<file path="src/design/tmac_pkg.sv">
// Shared types, constants and load/feed helpers for the TRIAD-MAC tag engine.
`timescale 1ns / 1ps

package tmac_pkg;

  localparam int PERM_ROUNDS_DEF = 1024;
  localparam int LEN_BYTES_DEF   = 7;

  localparam int REG_A_W    = 80;
  localparam int REG_BC_W   = 88;
  localparam int KEY_HALF_W = 64;
  localparam int NONCE_HI_W = 32;
  localparam int TAG_W      = 64;
  localparam int COUNT_W    = 56;
  localparam int FEED_W     = 64;
  localparam int FUNC_W     = 2;
  localparam int BYTE_W     = 8;
  localparam int CFG_IDX_W  = 2;
  localparam int CFG_DATA_W = 64;

  typedef enum logic [FUNC_W-1:0] {
    FUNC_AD  = 2'd0,
    FUNC_MSG = 2'd1,
    FUNC_FIN = 2'd2,
    FUNC_NOP = 2'd3
  } func_t;

  typedef enum logic [CFG_IDX_W-1:0] {
    CFG_KEY_LOW    = 2'd0,
    CFG_KEY_HIGH   = 2'd1,
    CFG_NONCE_LOW  = 2'd2,
    CFG_NONCE_HIGH = 2'd3
  } cfg_idx_t;

  // Source of the input bit for one register update.
  typedef enum logic [1:0] {
    M_ZERO = 2'd0,
    M_ONE  = 2'd1,
    M_FEED = 2'd2
  } msel_t;

  typedef enum logic [1:0] {
    RES_NONE = 2'd0,
    RES_ERR  = 2'd1,
    RES_TAG  = 2'd2
  } res_t;

  typedef enum logic [1:0] {
    PH_IDLE = 2'd0,
    PH_AD   = 2'd1,
    PH_MSG  = 2'd2
  } phase_t;

  typedef struct packed {
    logic  byte_ld;
    logic  load;
    logic  step;
    msel_t m_sel;
    logic  feed_byte;
    logic  feed_len;
    logic  sqz;
    logic  cnt_inc;
    logic  cnt_clr;
    logic  out_ld;
    res_t  res_kind;
  } tmac_cmd_t;

  // Byte k, bit j lands at register position 8k+8-j (vector bit 8k+7-j).
  function automatic logic [REG_A_W-1:0] reg_a_from_bytes(input logic [REG_A_W-1:0] bytes);
    logic [REG_A_W-1:0] r;
    r = '0;
    for (int k = 0; k < REG_A_W / 8; k++) begin
      for (int j = 0; j < 8; j++) begin
        r[8*k + 7 - j] = bytes[8*k + j];
      end
    end
    return r;
  endfunction

  function automatic logic [REG_BC_W-1:0] reg_bc_from_bytes(input logic [REG_BC_W-1:0] bytes);
    logic [REG_BC_W-1:0] r;
    r = '0;
    for (int k = 0; k < REG_BC_W / 8; k++) begin
      for (int j = 0; j < 8; j++) begin
        r[8*k + 7 - j] = bytes[8*k + j];
      end
    end
    return r;
  endfunction

  // Little-endian length bytes, each fed most significant bit first from bit 63.
  function automatic logic [FEED_W-1:0] feed_from_count(input logic [COUNT_W-1:0] cnt);
    logic [FEED_W-1:0] w;
    logic [FEED_W-1:0] f;
    w = {{(FEED_W-COUNT_W){1'b0}}, cnt};
    f = '0;
    for (int k = 0; k < FEED_W / 8; k++) begin
      f[FEED_W-1-8*k -: 8] = w[8*k +: 8];
    end
    return f;
  endfunction

endpackage

</file>
<file path="src/design/triad_mac_tag_engine_top.sv">
// Top level of the TRIAD-MAC tag engine: controller plus datapath.
`timescale 1ns / 1ps

// TRIAD-MAC tag engine. Each accepted request (func 0 associated data byte,
// 1 message byte, 2 finish) yields exactly one result. Program key and nonce
// through the cfg port while the engine is idle; they are sampled when the
// first request of a message loads the three shift registers. The datapath
// performs one nonlinear register update per clock, so timing follows the
// update count: a byte request runs dispatch, one update per bit, the result
// write and idle again before the next accept. The first request of a
// message adds a load step and the pre-permutation. The first message byte
// or finish of a message also absorbs the length bytes and dispatches again.
// Finish runs the final permutation and the tag squeeze after dispatch, then
// the result write. Late associated data (after message bytes) returns
// error=1 and changes no state; func 3 returns an all-zero result likewise.
// A finished result waits in the output register; the next request is
// accepted meanwhile and holds in the result-write step only if the previous
// result is still stalled.
module triad_mac_tag_engine_top
  import tmac_pkg::*;
#(
  parameter int PERM_ROUNDS = PERM_ROUNDS_DEF,
  parameter int LEN_BYTES   = LEN_BYTES_DEF
) (
  input  logic                  clk,
  input  logic                  rst_n,
  input  logic                  cfg_we,
  input  logic [CFG_IDX_W-1:0]  cfg_index,
  input  logic [CFG_DATA_W-1:0] cfg_wdata,
  input  logic                  in_valid,
  output logic                  in_stall,
  input  logic [FUNC_W-1:0]     in_func,
  input  logic [BYTE_W-1:0]     in_data_byte,
  output logic                  out_valid,
  input  logic                  out_stall,
  output logic [TAG_W-1:0]      out_tag,
  output logic                  out_tag_valid,
  output logic                  out_error
);

  tmac_cmd_t cmd;

  // Sequencer: decodes the request, counts updates, owns the phase.
  tmac_ctrl #(
    .PERM_ROUNDS (PERM_ROUNDS),
    .LEN_BYTES   (LEN_BYTES)
  ) u_ctrl (
    .clk       (clk),
    .rst_n     (rst_n),
    .in_valid  (in_valid),
    .in_stall  (in_stall),
    .in_func   (in_func),
    .out_valid (out_valid),
    .out_stall (out_stall),
    .cmd       (cmd)
  );

  // Datapath: shift registers, bit feed, length count, result register.
  tmac_dp u_dp (
    .clk           (clk),
    .rst_n         (rst_n),
    .cfg_we        (cfg_we),
    .cfg_index     (cfg_index),
    .cfg_wdata     (cfg_wdata),
    .in_data_byte  (in_data_byte),
    .cmd           (cmd),
    .out_tag       (out_tag),
    .out_tag_valid (out_tag_valid),
    .out_error     (out_error)
  );

endmodule

</file>
<file path="src/design/tmac_ctrl.sv">
// Sequencing state machine for the TRIAD-MAC tag engine.
`timescale 1ns / 1ps

module tmac_ctrl
  import tmac_pkg::*;
#(
  parameter int PERM_ROUNDS = PERM_ROUNDS_DEF,
  parameter int LEN_BYTES   = LEN_BYTES_DEF
) (
  input  logic              clk,
  input  logic              rst_n,
  input  logic              in_valid,
  output logic              in_stall,
  input  logic [FUNC_W-1:0] in_func,
  output logic              out_valid,
  input  logic              out_stall,
  output tmac_cmd_t         cmd
);

  localparam int CNT_W = $clog2(PERM_ROUNDS > 64 ? PERM_ROUNDS : 64);
  localparam logic [CNT_W-1:0] PERM_LAST = CNT_W'(PERM_ROUNDS - 1);
  localparam logic [CNT_W-1:0] LEN_LAST  = CNT_W'(LEN_BYTES * 8 - 1);
  localparam logic [CNT_W-1:0] BYTE_LAST = CNT_W'(7);
  localparam logic [CNT_W-1:0] SQZ_LAST  = CNT_W'(TAG_W - 1);

  typedef enum logic [8:0] {
    S_IDLE  = 9'b000000001,
    S_LOAD  = 9'b000000010,
    S_PRE   = 9'b000000100,
    S_DISP  = 9'b000001000,
    S_LEN   = 9'b000010000,
    S_ABS   = 9'b000100000,
    S_FPERM = 9'b001000000,
    S_SQZ   = 9'b010000000,
    S_EMIT  = 9'b100000000
  } state_t;

  state_t           state_r, state_nxt;
  phase_t           phase_r, phase_nxt;
  func_t            func_r, func_nxt;
  res_t             kind_r, kind_nxt;
  logic [CNT_W-1:0] cnt_r, cnt_nxt;
  logic             out_valid_r, out_valid_nxt;
  logic             last;

  assign last      = (cnt_r == '0);
  assign in_stall  = (state_r != S_IDLE);
  assign out_valid = out_valid_r;

  always_comb begin
    state_nxt     = state_r;
    phase_nxt     = phase_r;
    func_nxt      = func_r;
    kind_nxt      = kind_r;
    cnt_nxt       = cnt_r;
    out_valid_nxt = out_valid_r & out_stall;
    cmd           = '0;
    unique case (state_r)
      S_IDLE: begin
        if (in_valid) begin
          cmd.byte_ld = 1'b1;
          func_nxt    = func_t'(in_func);
          priority if (func_t'(in_func) == FUNC_NOP) begin
            kind_nxt  = RES_NONE;
            state_nxt = S_EMIT;
          end else if (func_t'(in_func) == FUNC_AD && phase_r == PH_MSG) begin
            kind_nxt  = RES_ERR;
            state_nxt = S_EMIT;
          end else if (phase_r == PH_IDLE) begin
            state_nxt = S_LOAD;
          end else begin
            state_nxt = S_DISP;
          end
        end
      end
      S_LOAD: begin
        cmd.load  = 1'b1;
        phase_nxt = PH_AD;
        cnt_nxt   = PERM_LAST;
        state_nxt = S_PRE;
      end
      S_PRE: begin
        cmd.step  = 1'b1;
        cmd.m_sel = (cnt_r == PERM_LAST) ? M_ONE : M_ZERO;
        cnt_nxt   = cnt_r - 1'b1;
        if (last) begin
          state_nxt = S_DISP;
        end
      end
      S_DISP: begin
        priority if (func_r == FUNC_AD) begin
          cmd.feed_byte = 1'b1;
          cmd.cnt_inc   = 1'b1;
          cnt_nxt       = BYTE_LAST;
          state_nxt     = S_ABS;
        end else if (phase_r != PH_MSG) begin
          cmd.feed_len = 1'b1;
          cnt_nxt      = LEN_LAST;
          phase_nxt    = PH_MSG;
          state_nxt    = S_LEN;
        end else if (func_r == FUNC_MSG) begin
          cmd.feed_byte = 1'b1;
          cnt_nxt       = BYTE_LAST;
          state_nxt     = S_ABS;
        end else begin
          cnt_nxt   = PERM_LAST;
          state_nxt = S_FPERM;
        end
      end
      S_LEN: begin
        cmd.step  = 1'b1;
        cmd.m_sel = M_FEED;
        cnt_nxt   = cnt_r - 1'b1;
        if (last) begin
          state_nxt = S_DISP;
        end
      end
      S_ABS: begin
        cmd.step  = 1'b1;
        cmd.m_sel = M_FEED;
        cnt_nxt   = cnt_r - 1'b1;
        if (last) begin
          kind_nxt  = RES_NONE;
          state_nxt = S_EMIT;
        end
      end
      S_FPERM: begin
        cmd.step  = 1'b1;
        cmd.m_sel = (cnt_r == PERM_LAST) ? M_ONE : M_ZERO;
        cnt_nxt   = cnt_r - 1'b1;
        if (last) begin
          cnt_nxt   = SQZ_LAST;
          state_nxt = S_SQZ;
        end
      end
      S_SQZ: begin
        cmd.step  = 1'b1;
        cmd.m_sel = M_ZERO;
        cmd.sqz   = 1'b1;
        cnt_nxt   = cnt_r - 1'b1;
        if (last) begin
          kind_nxt    = RES_TAG;
          phase_nxt   = PH_IDLE;
          cmd.cnt_clr = 1'b1;
          state_nxt   = S_EMIT;
        end
      end
      S_EMIT: begin
        if (!out_valid_r || !out_stall) begin
          cmd.out_ld    = 1'b1;
          out_valid_nxt = 1'b1;
          state_nxt     = S_IDLE;
        end
      end
      default: begin
        state_nxt = S_IDLE;
      end
    endcase
    cmd.res_kind = kind_r;
  end

  always_ff @(posedge clk) begin
    if (!rst_n) begin
      state_r     <= S_IDLE;
      phase_r     <= PH_IDLE;
      out_valid_r <= 1'b0;
    end else begin
      state_r     <= state_nxt;
      phase_r     <= phase_nxt;
      out_valid_r <= out_valid_nxt;
    end
  end

  always_ff @(posedge clk) begin
    func_r <= func_nxt;
    kind_r <= kind_nxt;
    cnt_r  <= cnt_nxt;
  end

endmodule

</file>
<file path="src/design/tmac_dp.sv">
// Shift-register state, key/nonce store, length counter and result register.
`timescale 1ns / 1ps

module tmac_dp
  import tmac_pkg::*;
(
  input  logic                  clk,
  input  logic                  rst_n,
  input  logic                  cfg_we,
  input  logic [CFG_IDX_W-1:0]  cfg_index,
  input  logic [CFG_DATA_W-1:0] cfg_wdata,
  input  logic [BYTE_W-1:0]     in_data_byte,
  input  tmac_cmd_t             cmd,
  output logic [TAG_W-1:0]      out_tag,
  output logic                  out_tag_valid,
  output logic                  out_error
);

  logic [KEY_HALF_W-1:0] key_low_r, key_high_r, nonce_low_r;
  logic [NONCE_HI_W-1:0] nonce_high_r;
  logic [COUNT_W-1:0]    count_r, count_nxt;

  logic [REG_A_W:1]   a_r;
  logic [REG_BC_W:1]  b_r, c_r;
  logic [FEED_W-1:0]  feed_r;
  logic [BYTE_W-1:0]  byte_r;
  logic [TAG_W-1:0]   tag_r;
  logic [TAG_W-1:0]   out_tag_r;
  logic               out_tag_valid_r, out_error_r;

  logic [2*KEY_HALF_W-1:0]            key;
  logic [KEY_HALF_W+NONCE_HI_W-1:0]   nonce;
  logic [REG_A_W-1:0]                 a_bytes;
  logic [REG_BC_W-1:0]                b_bytes, c_bytes;
  logic m, t1, t2, t3, z, n1, n2, n3;

  assign key   = {key_high_r, key_low_r};
  assign nonce = {nonce_high_r, nonce_low_r};

  // First register: N0, K4, FF, K3, FF, K2, FF, K1, FE, K0 from byte 0 upward.
  assign a_bytes = {key[7:0], 8'hFE, key[15:8], 8'hFF, key[23:16], 8'hFF,
                    key[31:24], 8'hFF, key[39:32], nonce[7:0]};

  always_comb begin
    for (int i = 0; i < REG_BC_W / 8; i++) begin
      b_bytes[8*i +: 8] = nonce[8*(11-i) +: 8];
      c_bytes[8*i +: 8] = key[8*(15-i) +: 8];
    end
  end

  always_comb begin
    unique case (cmd.m_sel)
      M_ZERO:  m = 1'b0;
      M_ONE:   m = 1'b1;
      M_FEED:  m = feed_r[FEED_W-1];
      default: m = 1'b0;
    endcase
  end

  assign t1 = a_r[68] ^ a_r[80] ^ (b_r[85] & c_r[85]);
  assign t2 = b_r[64] ^ b_r[88];
  assign t3 = c_r[68] ^ c_r[88];
  assign z  = t1 ^ t2 ^ t3;
  assign n1 = t1 ^ (a_r[73] & a_r[79]) ^ b_r[66] ^ m;
  assign n2 = t2 ^ (b_r[65] & b_r[87]) ^ c_r[84] ^ m;
  assign n3 = t3 ^ (c_r[77] & c_r[87]) ^ a_r[74] ^ m;

  always_comb begin
    count_nxt = count_r;
    if (cmd.cnt_clr) begin
      count_nxt = '0;
    end else if (cmd.cnt_inc) begin
      count_nxt = count_r + 1'b1;
    end
  end

  always_ff @(posedge clk) begin
    if (!rst_n) begin
      key_low_r    <= '0;
      key_high_r   <= '0;
      nonce_low_r  <= '0;
      nonce_high_r <= '0;
      count_r      <= '0;
    end else begin
      count_r <= count_nxt;
      if (cfg_we) begin
        unique case (cfg_idx_t'(cfg_index))
          CFG_KEY_LOW:    key_low_r    <= cfg_wdata;
          CFG_KEY_HIGH:   key_high_r   <= cfg_wdata;
          CFG_NONCE_LOW:  nonce_low_r  <= cfg_wdata;
          CFG_NONCE_HIGH: nonce_high_r <= cfg_wdata[NONCE_HI_W-1:0];
          default: ;
        endcase
      end
    end
  end

  always_ff @(posedge clk) begin
    if (cmd.byte_ld) begin
      byte_r <= in_data_byte;
    end
    if (cmd.load) begin
      a_r <= reg_a_from_bytes(a_bytes);
      b_r <= reg_bc_from_bytes(b_bytes);
      c_r <= reg_bc_from_bytes(c_bytes);
    end else if (cmd.step) begin
      a_r <= {a_r[REG_A_W-1:1], n3};
      b_r <= {b_r[REG_BC_W-1:1], n1};
      c_r <= {c_r[REG_BC_W-1:1], n2};
    end
    if (cmd.feed_byte) begin
      feed_r <= {byte_r, {(FEED_W-BYTE_W){1'b0}}};
    end else if (cmd.feed_len) begin
      feed_r <= feed_from_count(count_r);
    end else if (cmd.step && cmd.m_sel == M_FEED) begin
      feed_r <= {feed_r[FEED_W-2:0], 1'b0};
    end
    if (cmd.sqz) begin
      tag_r <= {tag_r[TAG_W-2:0], z};
    end
    if (cmd.out_ld) begin
      out_tag_r       <= (cmd.res_kind == RES_TAG) ? tag_r : '0;
      out_tag_valid_r <= (cmd.res_kind == RES_TAG);
      out_error_r     <= (cmd.res_kind == RES_ERR);
    end
  end

  assign out_tag       = out_tag_r;
  assign out_tag_valid = out_tag_valid_r;
  assign out_error     = out_error_r;

endmodule

</file>
<file path="config.mk">
export PLATFORM = sky130hd
export DESIGN_NAME = triad_mac_tag_engine_top
export DESIGN_NICKNAME = d
export VERILOG_FILES = /design/src/design/tmac_pkg.sv /design/src/design/triad_mac_tag_engine_top.sv /design/src/design/tmac_ctrl.sv /design/src/design/tmac_dp.sv
export SDC_FILE = /design/constraint.sdc
export NUM_CORES = 1
export LEC_CHECK = 0
export BUFFER_PORTS_ARGS = -buffer_cell sky130_fd_sc_hd__buf_2
export CAP_MARGIN = 0
export CORE_MARGIN = 4
export CORE_UTILIZATION = 45
export DETAILED_ROUTE_END_ITERATION = 6
export GPL_TIMING_DRIVEN = 0
export PLACE_DENSITY = 0.61
export RECOVER_POWER = 25
export SYNTH_ARGS = -nofsm -noshare
export SYNTH_HDL_FRONTEND = slang
export SYNTH_SLANG_ARGS = --single-unit
</file>
<file path="constraint.sdc">
create_clock -name clk -period 17.7 [get_ports clk]
set_input_delay 0 -clock clk [delete_from_list [all_inputs] [get_ports clk]]
set_output_delay 0 -clock clk [all_outputs]
set_load 0.01 [all_outputs]
</file>
# After elaboration in Yosys (flattened, before gate mapping)
# Cells that the tools add are included.
[classes] muxes=56 n_addsub=2 n_bitwise=21 reduce_logical=30 eq_ne=32
[op_table] op="two-way mux 88 bit" n=4
[op_table] op="two-way mux 64 bit" n=3
[op_table] op="two-way mux 80 bit" n=2
[op_table] op="two-way mux 9 bit" n=9
[op_table] op="case mux 9 bit (7 select lines)" n=1
[op_table] op="adder 56 x 1 -> 56 bit, second input constant" n=1
[op_table] op="two-way mux 10 bit" n=4
[op_table] op="case mux 10 bit (4 select lines)" n=1
[op_table] op="two-way mux 1 bit" n=18
[op_table] op="two-way mux 2 bit" n=8
[op_table] op="bitwise XOR 1 bit" n=15
[op_table] op="inequality test 2 x 1 -> 1 bit, second input constant" n=7
[op_table] op="equality test 2 bit, second input constant" n=6
[op_table] op="case mux 2 bit (3 select lines)" n=2
[op_table] op="equality test 10 bit, second input constant" n=1
[op_table] op="zero test 10 bit" n=1
[op_table] op="AND reduction 2 bit" n=5
[op_table] op="AND reduction 5 bit" n=2
[op_table] op="OR reduction 2 bit" n=5
[op_table] op="subtractor 10 x 1 -> 10 bit, second input constant" n=1
[op_table] op="equality test 9 x 1 -> 1 bit, second input constant" n=1
[op_table] op="equality test 9 x 2 -> 1 bit, second input constant" n=1
[op_table] op="equality test 9 x 3 -> 1 bit, second input constant" n=1
[op_table] op="equality test 9 x 4 -> 1 bit, second input constant" n=1
[op_table] op="24 further kinds" n=41
[totals] ff_bits=756 inputBits=81 out_inout_bits=68

# Longest topological paths before layout
# Gate-level depths: netlist of the first run.
[depth] word_depth=8 depth_mapped=12

# Hierarchy
# Synthesis of the first run repeated with hierarchy kept, for this count alone.
[hier_totals] cells_unflattened=2635 hier_area_um2=30296.6
[modules_own_cells] module="tmac_dp" seq_area_each_um2=18317.6 area_each_um2=28683.8 cells_each=2468 n_inst=1
[modules_own_cells] module="tmac_ctrl" seq_area_each_um2=660.6 area_each_um2=1612.8 cells_each=167 n_inst=1

# Worst setup path before layout of the first run
# Ideal clock, no wire load.
[synth_path] kind="flip-flop to flip-flop" startpoint="register u_ctrl.state_r[2]" endpoint="register u_dp.a_r[10] (netlist bit), enable pin" stages_incl_launch_ff=9 period_less_slack_ns=6.755 setup_ns=0.576 t_required_ns=17.124 arrival_time_ns=6.180 path_slack_ns=10.945 cell_sequence="dfxtp_1 buf_2 nor4_4 and3_1 clkbuf_1 clkbuf_1 clkbuf_1 nor2_1 inv_1"
[synth_between] elab_chain_len=4
[synth_lines] item="start: declaration" line_no="tmac_ctrl.sv:38" source="state_t state_r, state_nxt;"
[synth_lines] item="start signal: assignment" line_no="tmac_ctrl.sv:168" source="state_r <= state_nxt;"
[synth_lines] item="equality test 9 x 3 -> 1 bit (tied with other cells)" line_no="tmac_ctrl.sv:58" source="unique case (state_r)"
[synth_lines] item="OR reduction 2 bit (no line)"
[synth_lines] item="case mux 3 bit (3 select lines)" line_no="tmac_ctrl.sv:58"
[synth_lines] item="nonzero test 2 bit (no line) *"
[synth_lines] item="end signal: assignment" line_no="tmac_dp.sv:103" source="a_r <= reg_a_from_bytes(a_bytes);"
[synth_lines] item="end signal: assignment" line_no="tmac_dp.sv:107" source="a_r <= {a_r[REG_A_W-1:1], n3};"
[synth_lines] item="end: declaration" line_no="tmac_dp.sv:23" source="logic [REG_A_W:1] a_r;"
# Every way passes the cells marked *; elsewhere a longest branch is shown, timed or not.
# A chain may end at the register's enable or synchronous reset.

# Worst setup path after layout of the first run
[layout_path] startpoint="register u_ctrl.state_r[2]" endpoint="register u_dp.c_r[38] (netlist bit), enable pin"
[layout_between] elab_chain_len=4
[layout_lines] item="equality test 9 x 3 -> 1 bit (tied with other cells)" line_no="tmac_ctrl.sv:58"
[layout_lines] item="OR reduction 2 bit (no line)"
[layout_lines] item="case mux 3 bit (3 select lines)" line_no="tmac_ctrl.sv:58"
[layout_lines] item="nonzero test 2 bit (no line) *"
[layout_lines] item="end signal: assignment" line_no="tmac_dp.sv:105" source="c_r <= reg_bc_from_bytes(c_bytes);"
[layout_lines] item="end signal: assignment" line_no="tmac_dp.sv:109" source="c_r <= {c_r[REG_BC_W-1:1], n2};"
[layout_lines] item="end: declaration" line_no="tmac_dp.sv:24" source="logic [REG_BC_W:1] b_r, c_r;"
# Marks and branches as above.

==> results of run 1 <==
-- sequential cells by signal, indices dropped and copies added (netlist names), 64 cells and up --
name / cells
u_dp.tag_r: 64
u_dp.key_low_r: 64
u_dp.a_r: 80
u_dp.out_tag: 64
u_dp.c_r: 88
u_dp.nonce_low_r: 64
u_dp.b_r: 88
u_dp.key_high_r: 64
-- path summary, 6_finish.rpt --
kind,from,endpoint,slack (ps),cells after the start
min reg2reg,u_dp.tag_r[53],u_dp.tag_r[54],430,0
max,u_ctrl.state_r[2],u_dp.c_r[38],12470,10
max reg2reg,u_ctrl.state_r[2],u_dp.c_r[38],12470,10
min,in_data_byte[2],u_dp.byte_r[2],100,2
-- metrics by stage --
step | power, uW | worst slack [ps]
final | 4010 | 12470
after global routing | 4170 | 12220
after CTS | 4060 | 13010
after detailed placement | 2330 | 13000
after global placement | 2330 | 7800
after floorplan | 2220 | 10940
-- final cells by class --
class	count	area, um^2
inverter	27	109
tap	864	1080
clock buffer	114	2320
multi-input combinational	1994	10300
timing repair buffer	228	1530
antenna	10	25.0
buffer	183	702
fill	5931	30600
sequential	756	19000
clock inverter	38	380
-- cell usage in the layout (no fill, tap or decap), types with 7 or more instances in the layout --
cell / Yosys / layout
a21boi_0: 228 / 228
a21oi_1: 54 / 53
a22o_1: 48 / 48
and2_1: 72 / 66
and3_1: 10 / 10
and4_1: 9 / 9
buf_1: 13 / 13
buf_2: 9 / 83
clkbuf_1: 160 / 251
clkbuf_16: 0 / 84
clkbuf_8: 0 / 11
clkinv_2: 0 / 18
dfxtp_1: 372 / 372
diode_2: 0 / 10
dlygate4sd3_1: 0 / 77
edfxtp_1: 384 / 384
inv_1: 27 / 25
mux2i_1: 56 / 56
nand2_1: 1098 / 1098
nand3_1: 26 / 26
nand4_1: 18 / 18
nor2_1: 78 / 78
nor2b_1: 7 / 7
nor3_1: 13 / 13
nor4_1: 15 / 16
o21ai_0: 102 / 102
o31ai_1: 11 / 11
or3_1: 16 / 16
or4_1: 15 / 15
xnor2_1: 34 / 34
xor2_1: 12 / 12
-- synthesized netlist by cell type, drive strengths merged, types with 2 or more instances --
library cell	n	area share, %
nor2	78	0.97
or4b	4	0.13
buf	23	0.34
nor4b	2	0.079
nor2b	7	0.15
o211ai	3	0.075
a22o	48	1.4
and3	10	0.21
or4	15	0.37
xnor2	34	0.99
o21ai	102	1.7
a211o	2	0.058
nand4	20	0.46
o31ai	11	0.27
ha	5	0.21
a21boi	229	5.7
or3	16	0.33
nor3b	6	0.15
mux2i	56	1.9
edfxtp	384	38
a21oi	54	0.90
o41ai	6	0.17
a31oi	2	0.042
o21a	2	0.050
clkbuf	160	2.0
nand3	26	0.43
nand4b	6	0.17
dfxtp	372	25
inv	27	0.34
nand2	1098	14
a21o	2	0.050
or2	6	0.12
nor4	17	0.42
and4	9	0.26
nand2b	4	0.083
xor2	12	0.35
and2	72	1.5
nand3b	3	0.075
a31o	4	0.12
nor3	16	0.32
-- critical path, stage by stage (launching register included) --
cell and delay, ps:
dfxtp_1 300, buf_2 180, nor4_1 1050, and3_1 310, clkbuf_1 270, clkbuf_1 620
clkbuf_1 640, nor2_1 260, inv_8 210, buf_16 440, buf_16 430
-- layer usage --
| layer | up-vias | GRT usage (%) |
|---|---|---|
| li1 | 10700 | - |
| met1 | 10300 | 25.3 |
| met2 | 462 | 33.7 |
| met3 | 139 | 3.84 |
| met4 | 2 | 6.58 |
| met5 | - | 0 |
-- cells by family (layout without fill, tap and decap cells) --
group           Yosys count  count (layout)
simple gates           1418            1418
flops                   756             756
compound gates          468             468
buf+inv                 210             590
mux                      57              57
xor+xnor                 46              46
fa+ha+maj                 5               5
other cells               0              10
-- report_power, final --
group	internal (uW)	switching [uW]	total (uW)
registers	1960	48.0	2010
logic	108	190	298
clock network	1010	699	1710
total	3080	937	4010
==> impl_metrics.env, run 1 <==
export IMPL_worstPathArrival_ps=5480
export IMPL_setup_viol=0
export IMPL_dieArea_um2=71000
export IMPL_initial_core_util_pct=45.5
export IMPL_grt_pass1_wl_um=113000
export IMPL_hold_slack_ps=98.7
export IMPL_cts_sinks=756
export IMPL_finalSetupTns_ps=0
export IMPL_syn_cell_area_um2=30000
export IMPL_ys_warnings_count=0
export IMPL_synth_distinct_cells=56
export IMPL_cts_resized=0
export IMPL_power_density_nw_per_um2=113
export IMPL_required_ps=17950
export IMPL_io_buffer_count=146
export IMPL_slew_limit_headroom_pct=4.85
export IMPL_instances_no_fill=4214
export IMPL_synth_edf_count=384
export IMPL_synth_compound_area_share_pct=10.6
export IMPL_ys_flop_type="edfxtp_1"
export IMPL_cts_hold_buf=77
export IMPL_wire_per_inst_um=16.8
export IMPL_period_needed_ps=5230
export IMPL_synth_simple_area_share_pct=20.1
export IMPL_post_drt_via_cell_ratio=5.14
export IMPL_max_slew_worst_pin_slew_ps=1420
export IMPL_ys_seq_area_share_pct=63.2
export IMPL_dpl_cell_count=3975
export IMPL_grtUsageTotal_pct=19.7
export IMPL_ys_seq_elements=756
export IMPL_drv_slew=0
export IMPL_wl_met3_um=3440
export IMPL_crit_path_max_fanout=117
export IMPL_die_w_um=266
export IMPL_final_core_util_pct=53.6
export IMPL_cts_buffer_depth=3
export IMPL_fmax_ghz=0.191
export IMPL_drt_met1_wl_um=31400
export IMPL_wl_met2_um=34100
export IMPL_min_path_type="input port to register"
export IMPL_hold_viol=0
export IMPL_ir_drop_mv=0.0759
export IMPL_post_cts_setup_buffers=0
export IMPL_finalClockSkew_ps=18.2
export IMPL_nets=3357
export IMPL_io_pins=149
export IMPL_synth_xor_area_share_pct=1.34
export IMPL_synth_mux_area_share_pct=1.90
export IMPL_critical_path_class="register to register"
export IMPL_post_route_drc_count=0
export IMPL_routabilityCongestion=0.838
export IMPL_cp_start_kind="register"
export IMPL_cts_root_buffer="clkbuf_16"
export IMPL_clkLatencyLatePin_ps=620
export IMPL_fin_crit_sh_pct=29.5
export IMPL_synth_top_family_by_area="simple AND/OR/NAND/NOR gates"
export IMPL_status="completed"
export IMPL_placed_area_um2=32000
export IMPL_grt_pass1_vias=21200
export IMPL_maxCapViolations=0
export IMPL_cts_max_level=3
export IMPL_cp_end_kind="register"
export IMPL_antenna_left=0
export IMPL_syn_num_nets=3046
export IMPL_cts_tree="done"
export IMPL_maxUsedRoutingLayer="met5"
export IMPL_synthCells=2960
export IMPL_drt_wl_total_um=71000
export IMPL_layout_drive_gt1_share_pct=7.07
export IMPL_fin_area_um2=35400
export IMPL_grt_antenna_before_repair=11
export IMPL_grt_max_degree=118
export IMPL_grt_remaining_overflow=0
export IMPL_firstDrtPassIters=6
export IMPL_vias=21600
export IMPL_synth_avg_cell_area_um2=10.1
export IMPL_cts_buffers_inserted=81
export IMPL_async_flop_share_pct=0
export IMPL_p_leak_uw=0.0124
export IMPL_rsz0062_at_grt="false"
export IMPL_cts_reportedPaths_clkPinSlew_ps=60
export IMPL_die_y_um=266
export IMPL_synth_fa_ha_area_share_pct=0.208
export IMPL_dp_hpwl_um=48700
export IMPL_area_delta_synth_final_pct=17.8
export IMPL_drt_initial_drc_count=1266
export IMPL_rows=94
export IMPL_coreArea_um2=66000
Power figures use the tool's default switching activity.
==> inputs of run 2 (changes only) <==
ABC_AREA = 1   (was not set)
clock period = 4.85 ns   (was 17.7 ns; I/O delays follow)
==> run 2 against run 1 <==
Sequential cell count unchanged. Via count increased by 7.6%. Highest routed layer is now met4. Synthesized area grew 1.6%. Sequential power grew to 4.0 times the previous value. Critical path type unchanged. Combinational power rose to 8.2 times the previous value.
==> impl_metrics.env, run 2 <==
export IMPL_drv_slew=0
export IMPL_slew_limit_headroom_pct=18.2
export IMPL_post_drt_via_cell_ratio=4.99
export IMPL_cp_end_kind="register"
export IMPL_worstPathArrival_ps=3310
export IMPL_rows=95
export IMPL_final_common_cell="nand2_1"
export IMPL_p_leak_uw=0.0144
export IMPL_cp_start_kind="register"
export IMPL_synth_common_cells="nand2_1 (889), nor2_1 (625), edfxtp_1 (384), dfxtp_1 (372), o21ai_0 (336)"
export IMPL_finalClockSkew_ps=19.9
export IMPL_status="completed"
export IMPL_grt_remaining_overflow=0
export IMPL_ys_seq_elements=756
export IMPL_crit_path_max_fanout=10
export IMPL_synth_avg_cell_area_um2=8.97
export IMPL_die_y_um=268
export IMPL_dieArea_um2=72000
export IMPL_firstDrtPassIters=6
export IMPL_reg_top3="u_dp.b_r (88), u_dp.c_r (88), u_dp.a_r (80)"
export IMPL_cts_root_buffer="clkbuf_16"
export IMPL_finalSetupTns_ps=0
export IMPL_grt_max_degree=44
export IMPL_ir_drop_mv=0.298
export IMPL_grt_pass1_wl_um=123000
export IMPL_wire_per_inst_um=16.8
export IMPL_max_slew_worst_pin_slew_ps=1230
export IMPL_cts_reportedPaths_clkPinSlew_ps=60
export IMPL_grt_pass1_vias=22100
export IMPL_ys_seq_area_share_pct=62.2
export IMPL_routabilityCongestion=0.910
export IMPL_maxCapViolations=0
export IMPL_final_core_util_pct=53.6
export IMPL_cts_tree="done"
export IMPL_initial_core_util_pct=45.4
export IMPL_vias=23300
export IMPL_synth_top_area_cell="edfxtp_1"
export IMPL_hold_viol=0
export IMPL_clkLatencyLatePin_ps=630
export IMPL_coreArea_um2=67200
export IMPL_cts_sinks=756
export IMPL_critical_path_class="register to register"
export IMPL_nets=3809
export IMPL_min_path_type="input port to register"
export IMPL_period_needed_ps=3050
export IMPL_synthCells=3400
export IMPL_drt_wl_total_um=78200
export IMPL_rsz0062_at_grt="false"
export IMPL_hold_slack_ps=98.0
export IMPL_post_route_drc_count=0
export IMPL_power_density_nw_per_um2=463
export IMPL_ys_flop_type="edfxtp_1"
export IMPL_cts_buffers_inserted=81
export IMPL_antenna_left=0
export IMPL_synth_most_common_cell="nand2_1"
export IMPL_fin_crit_sh_pct=63.0
export IMPL_die_w_um=268
export IMPL_async_flop_share_pct=0
export IMPL_required_ps=5110
export IMPL_io_buffer_count=148
export IMPL_syn_num_nets=3486
export IMPL_synth_distinct_cells=40
export IMPL_area_delta_synth_final_pct=18.0
export IMPL_cts_max_level=3
export IMPL_synth_top_cell_area_share_pct=37.8
export IMPL_synth_edf_count=384
export IMPL_syn_cell_area_um2=30500
export IMPL_drt_initial_drc_count=1671
export IMPL_layout_drive_gt1_share_pct=8.58
export IMPL_cts_buffer_depth=3
export IMPL_synth_area_leaders="edfxtp_1 (38%), dfxtp_1 (24%), nand2_1 (11%)"
export IMPL_layout_common_cells="nand2_1 (889), nor2_1 (625), edfxtp_1 (384), dfxtp_1 (368), o21ai_0 (336)"
export IMPL_setup_viol=0
export IMPL_cts_resized=0
export IMPL_grt_antenna_before_repair=2
export IMPL_io_pins=149
export IMPL_grtUsageTotal_pct=21.6
export IMPL_dp_hpwl_um=53500
export IMPL_post_cts_setup_buffers=0
export IMPL_ys_warnings_count=0
export IMPL_fmax_ghz=0.327
-- run 2: metal layers --
layer  up-vias  global-route usage (%)  part of all wire [%]
met2       567                    35.4                    46
met1     10900                    29.9                    46
li1      11700                       -                     -
met5         -                       0                     0
met3       128                    3.41                   5.4
met4         0                    6.22                   2.6
-- run 2: repair_timing --
| action | CTS | global route |
|---|---|---|
| endpoints found under the setup margin | 0 | 0 |
| hold buffers | 82 | 0 |
| endpoints found under the hold margin | 268 | 0 |
-- run 2: through the flow --
step	area (um^2)	worst slack, ps	std cells	power, uW
after global routing	36000	1630	4664	17400
final	36000	1800	4664	16700
after global placement	32400	-2330	4421	10600
after CTS	36100	1780	4663	16800
after detailed placement	32600	1800	4431	10600
after floorplan	30500	-176	3400	9840
-- run 2: logic make-up after synthesis --
kind of cell	after synthesis	share of synthesized area, %
adder cells (fa/ha/maj)	5	0.205
flip-flops	756	62.2
AO/OA/AOI/OAI	493	9.03
XOR/XNOR	32	0.919
buffers and inverters	425	5.62
AND/OR/NAND/NOR	1689	22.0
-- run 2: final timing paths --
check / from / end / slack, ps / cells after the start
min: in_data_byte[5] / u_dp.byte_r[5] / 100 / 2
min reg2reg: u_dp.tag_r[16] / u_dp.tag_r[17] / 440 / 0
max: u_ctrl.state_r[5] / u_ctrl.cnt_r[9] / 1800 / 7
max reg2reg: u_ctrl.state_r[5] / u_ctrl.cnt_r[9] / 1800 / 7
-- run 2: worst max-delay path, stage by stage (launching register included) --
cell and delay, ps:
dfxtp_1 370, nor2_1 110, nand3_1 140, nor2_1 100, inv_2 190, clkbuf_1 930, buf_2 480, nand2_1 380
-- run 2: where the power goes --
| group | switching, uW | internal (uW) |
|---|---|---|
| combinational | 1660 | 769 |
| clock | 2540 | 3580 |
| sequential | 269 | 7830 |
| total | 4470 | 12200 |
-- run 2: final cells by class --
| class | instances | area [um^2] |
|---|---|---|
| repair buffers | 240 | 1690 |
| diodes | 1 | 2.50 |
| multi-input cells | 2219 | 9830 |
| inverters | 257 | 971 |
| well taps | 873 | 1090 |
| fillers | 6240 | 31200 |
| clock buffers | 117 | 2380 |
| flip-flops and latches | 756 | 19000 |
| clock inverters | 33 | 290 |
| plain buffers | 168 | 751 |
==> inputs of run 3 (changes only) <==
PLACE_DENSITY = 0.63   (was 0.61)
clock period = 2.57 ns   (was 4.85 ns; I/O delays follow)
==> run 3 against run 2 <==
Worst hold slack got worse by 9.5 ps. Core utilization rose by 0.60 points. First-iteration DRC count grew 19%. Sequential power increased by 89%. Highest routed layer unchanged. Worst setup slack worse by 1700 ps. Non-clock buffer count rose by 13. Cell count increased by 0.30%. Cell area rose by 1.1%. Combinational power grew 110%. Critical path type unchanged. Critical endpoint is now u_dp.c_r[1]. Clock skew rose by 2.8 ps. Total power is 92% higher. Sequential share of layout area decreased by 0.58 points.
==> impl_metrics.env, run 3 (synthesized netlist as in run 2, its figures left out) <==
export IMPL_dieArea_um2=72000
export IMPL_instances_no_fill=4678
export IMPL_nets=3822
export IMPL_cts_sinks=756
export IMPL_p_leak_uw=0.0147
export IMPL_finalClockSkew_ps=22.7
export IMPL_drt_initial_drc_count=1989
export IMPL_maxCapViolations=0
export IMPL_dpl_cell_count=4430
export IMPL_critical_path_class="register to register"
export IMPL_drt_wl_total_um=79200
export IMPL_ir_drop_mv=0.537
export IMPL_rsz0062_at_grt="true"
export IMPL_grt_antenna_before_repair=1
export IMPL_coreArea_um2=67200
export IMPL_worstPathArrival_ps=2790
export IMPL_fmax_ghz=0.407
export IMPL_crit_path_max_fanout=5
export IMPL_clkLatencyLatePin_ps=630
export IMPL_required_ps=2900
export IMPL_die_y_um=268
export IMPL_cts_buffer_depth=3
export IMPL_cp_end_kind="register"
export IMPL_reg_top3="u_dp.b_r (88), u_dp.c_r (88), u_dp.a_r (80)"
export IMPL_grtUsageTotal_pct=21.8
export IMPL_grt_pass1_wl_um=123000
export IMPL_cts_tree="done"
export IMPL_cts_root_buffer="clkbuf_16"
export IMPL_cp_start_kind="register"
export IMPL_post_drt_via_cell_ratio=5.04
export IMPL_io_pins=149
export IMPL_die_w_um=268
export IMPL_initial_core_util_pct=45.4
export IMPL_grt_pass1_vias=22200
export IMPL_dp_hpwl_um=53200
export IMPL_period_needed_ps=2460
export IMPL_max_slew_worst_pin_slew_ps=974
export IMPL_hold_slack_ps=88.4
export IMPL_layout_drive_gt1_share_pct=11.2
export IMPL_rows=95
export IMPL_hold_viol=0
export IMPL_layout_common_cells="nand2_1 (888), nor2_1 (619), edfxtp_1 (384), dfxtp_1 (366), o21ai_0 (335)"
export IMPL_placed_area_um2=32600
export IMPL_routabilityCongestion=0.926
export IMPL_grt_remaining_overflow=0
export IMPL_min_path_type="input port to register"
export IMPL_grt_max_degree=38
export IMPL_finalSetupTns_ps=0
export IMPL_final_common_cell="nand2_1"
export IMPL_post_route_drc_count=0
export IMPL_area_delta_synth_final_pct=19.3
export IMPL_status="completed"
export IMPL_cts_max_level=3
export IMPL_setup_viol=0
export IMPL_io_buffer_count=148
export IMPL_wire_per_inst_um=16.9
export IMPL_cts_reportedPaths_clkPinSlew_ps=60
export IMPL_cts_buffers_inserted=80
export IMPL_slew_limit_headroom_pct=34.9
export IMPL_antenna_left=0
export IMPL_drv_slew=0
export IMPL_power_density_nw_per_um2=881
export IMPL_firstDrtPassIters=6
export IMPL_fin_area_um2=36400
export IMPL_fin_crit_sh_pct=95.5
export IMPL_vias=23600
run 3: path summary, 6_finish.rpt:
| check | from | end | slack [ps] | cells after the start |
|---|---|---|---|---|
| worst min register to register | u_dp.nonce_high_r[16] | u_dp.nonce_high_r[16] | 440 | 2 |
| worst max-delay path | u_ctrl.state_r[2] | u_dp.c_r[1] | 110 | 12 |
| worst min-delay path | in_data_byte[4] | u_dp.byte_r[4] | 90 | 2 |
| worst max register to register | u_ctrl.state_r[2] | u_dp.c_r[1] | 110 | 12 |
run 3: worst max-delay path, cell delays in order, from the launching register on:
cell and delay [ps]:
dfxtp_1 330, nor2_4 160, nand3_4 170, nor2_4 200, buf_4 140, o21ai_1 80
ha_2 200, nand2_1 50, inv_1 70, o21bai_4 270, xor2_2 230, xor2_1 160
o21ai_0 110
run 3: per-layer routing:
| metal | up-vias | track usage [%] | part of all wire (%) |
|---|---|---|---|
| met3 | 158 | 3.63 | 5.9 |
| met1 | 11000 | 30.0 | 45 |
| met2 | 684 | 35.7 | 46 |
| met5 | - | 0 | 0 |
| met4 | 0 | 7.01 | 3.0 |
| li1 | 11800 | - | - |
run 3: area by class of cell:
class	instances	area [um^2]
well taps	873	1090
inverters	257	973
multi-input cells	2219	9930
repair inverters	1	5.00
clock buffers	103	2170
diodes	2	5.00
repair buffers	254	2010
fillers	6055	30800
plain buffers	167	758
flip-flops and latches	756	19000
clock inverters	46	453
run 3: per-stage QoR:
| stage | power [uW] | utilization, % | worst slack (ps) |
|---|---|---|---|
| global placement | 19000 | 48.2 | -4590 |
| CTS | 32300 | 54.1 | 0.0333 |
| detailed placement | 20000 | 48.5 | -1100 |
| global route | 33500 | 54.2 | -59.5 |
| floorplan | 18500 | - | -2460 |
| finish | 32100 | 54.2 | 115 |
run 3: report_power, final:
group / leakage [uW] / switching [uW] / internal, uW / total (uW)
Sequential: 0.00652 / 522 / 14800 / 15300
Clock: 0.00129 / 4880 / 6720 / 11600
Combinational: 0.00688 / 3310 / 1850 / 5150
run 3: timing repair:
action / CTS / global route
buffers inserted: 6 / 4
hold buffers: 82 / 0
endpoints found under the hold margin: 243 / 0
setup endpoints to repair: 214 / 42
gates cloned: 7 / 0
pin swaps: 5 / 7
resized for setup: 17 / 16
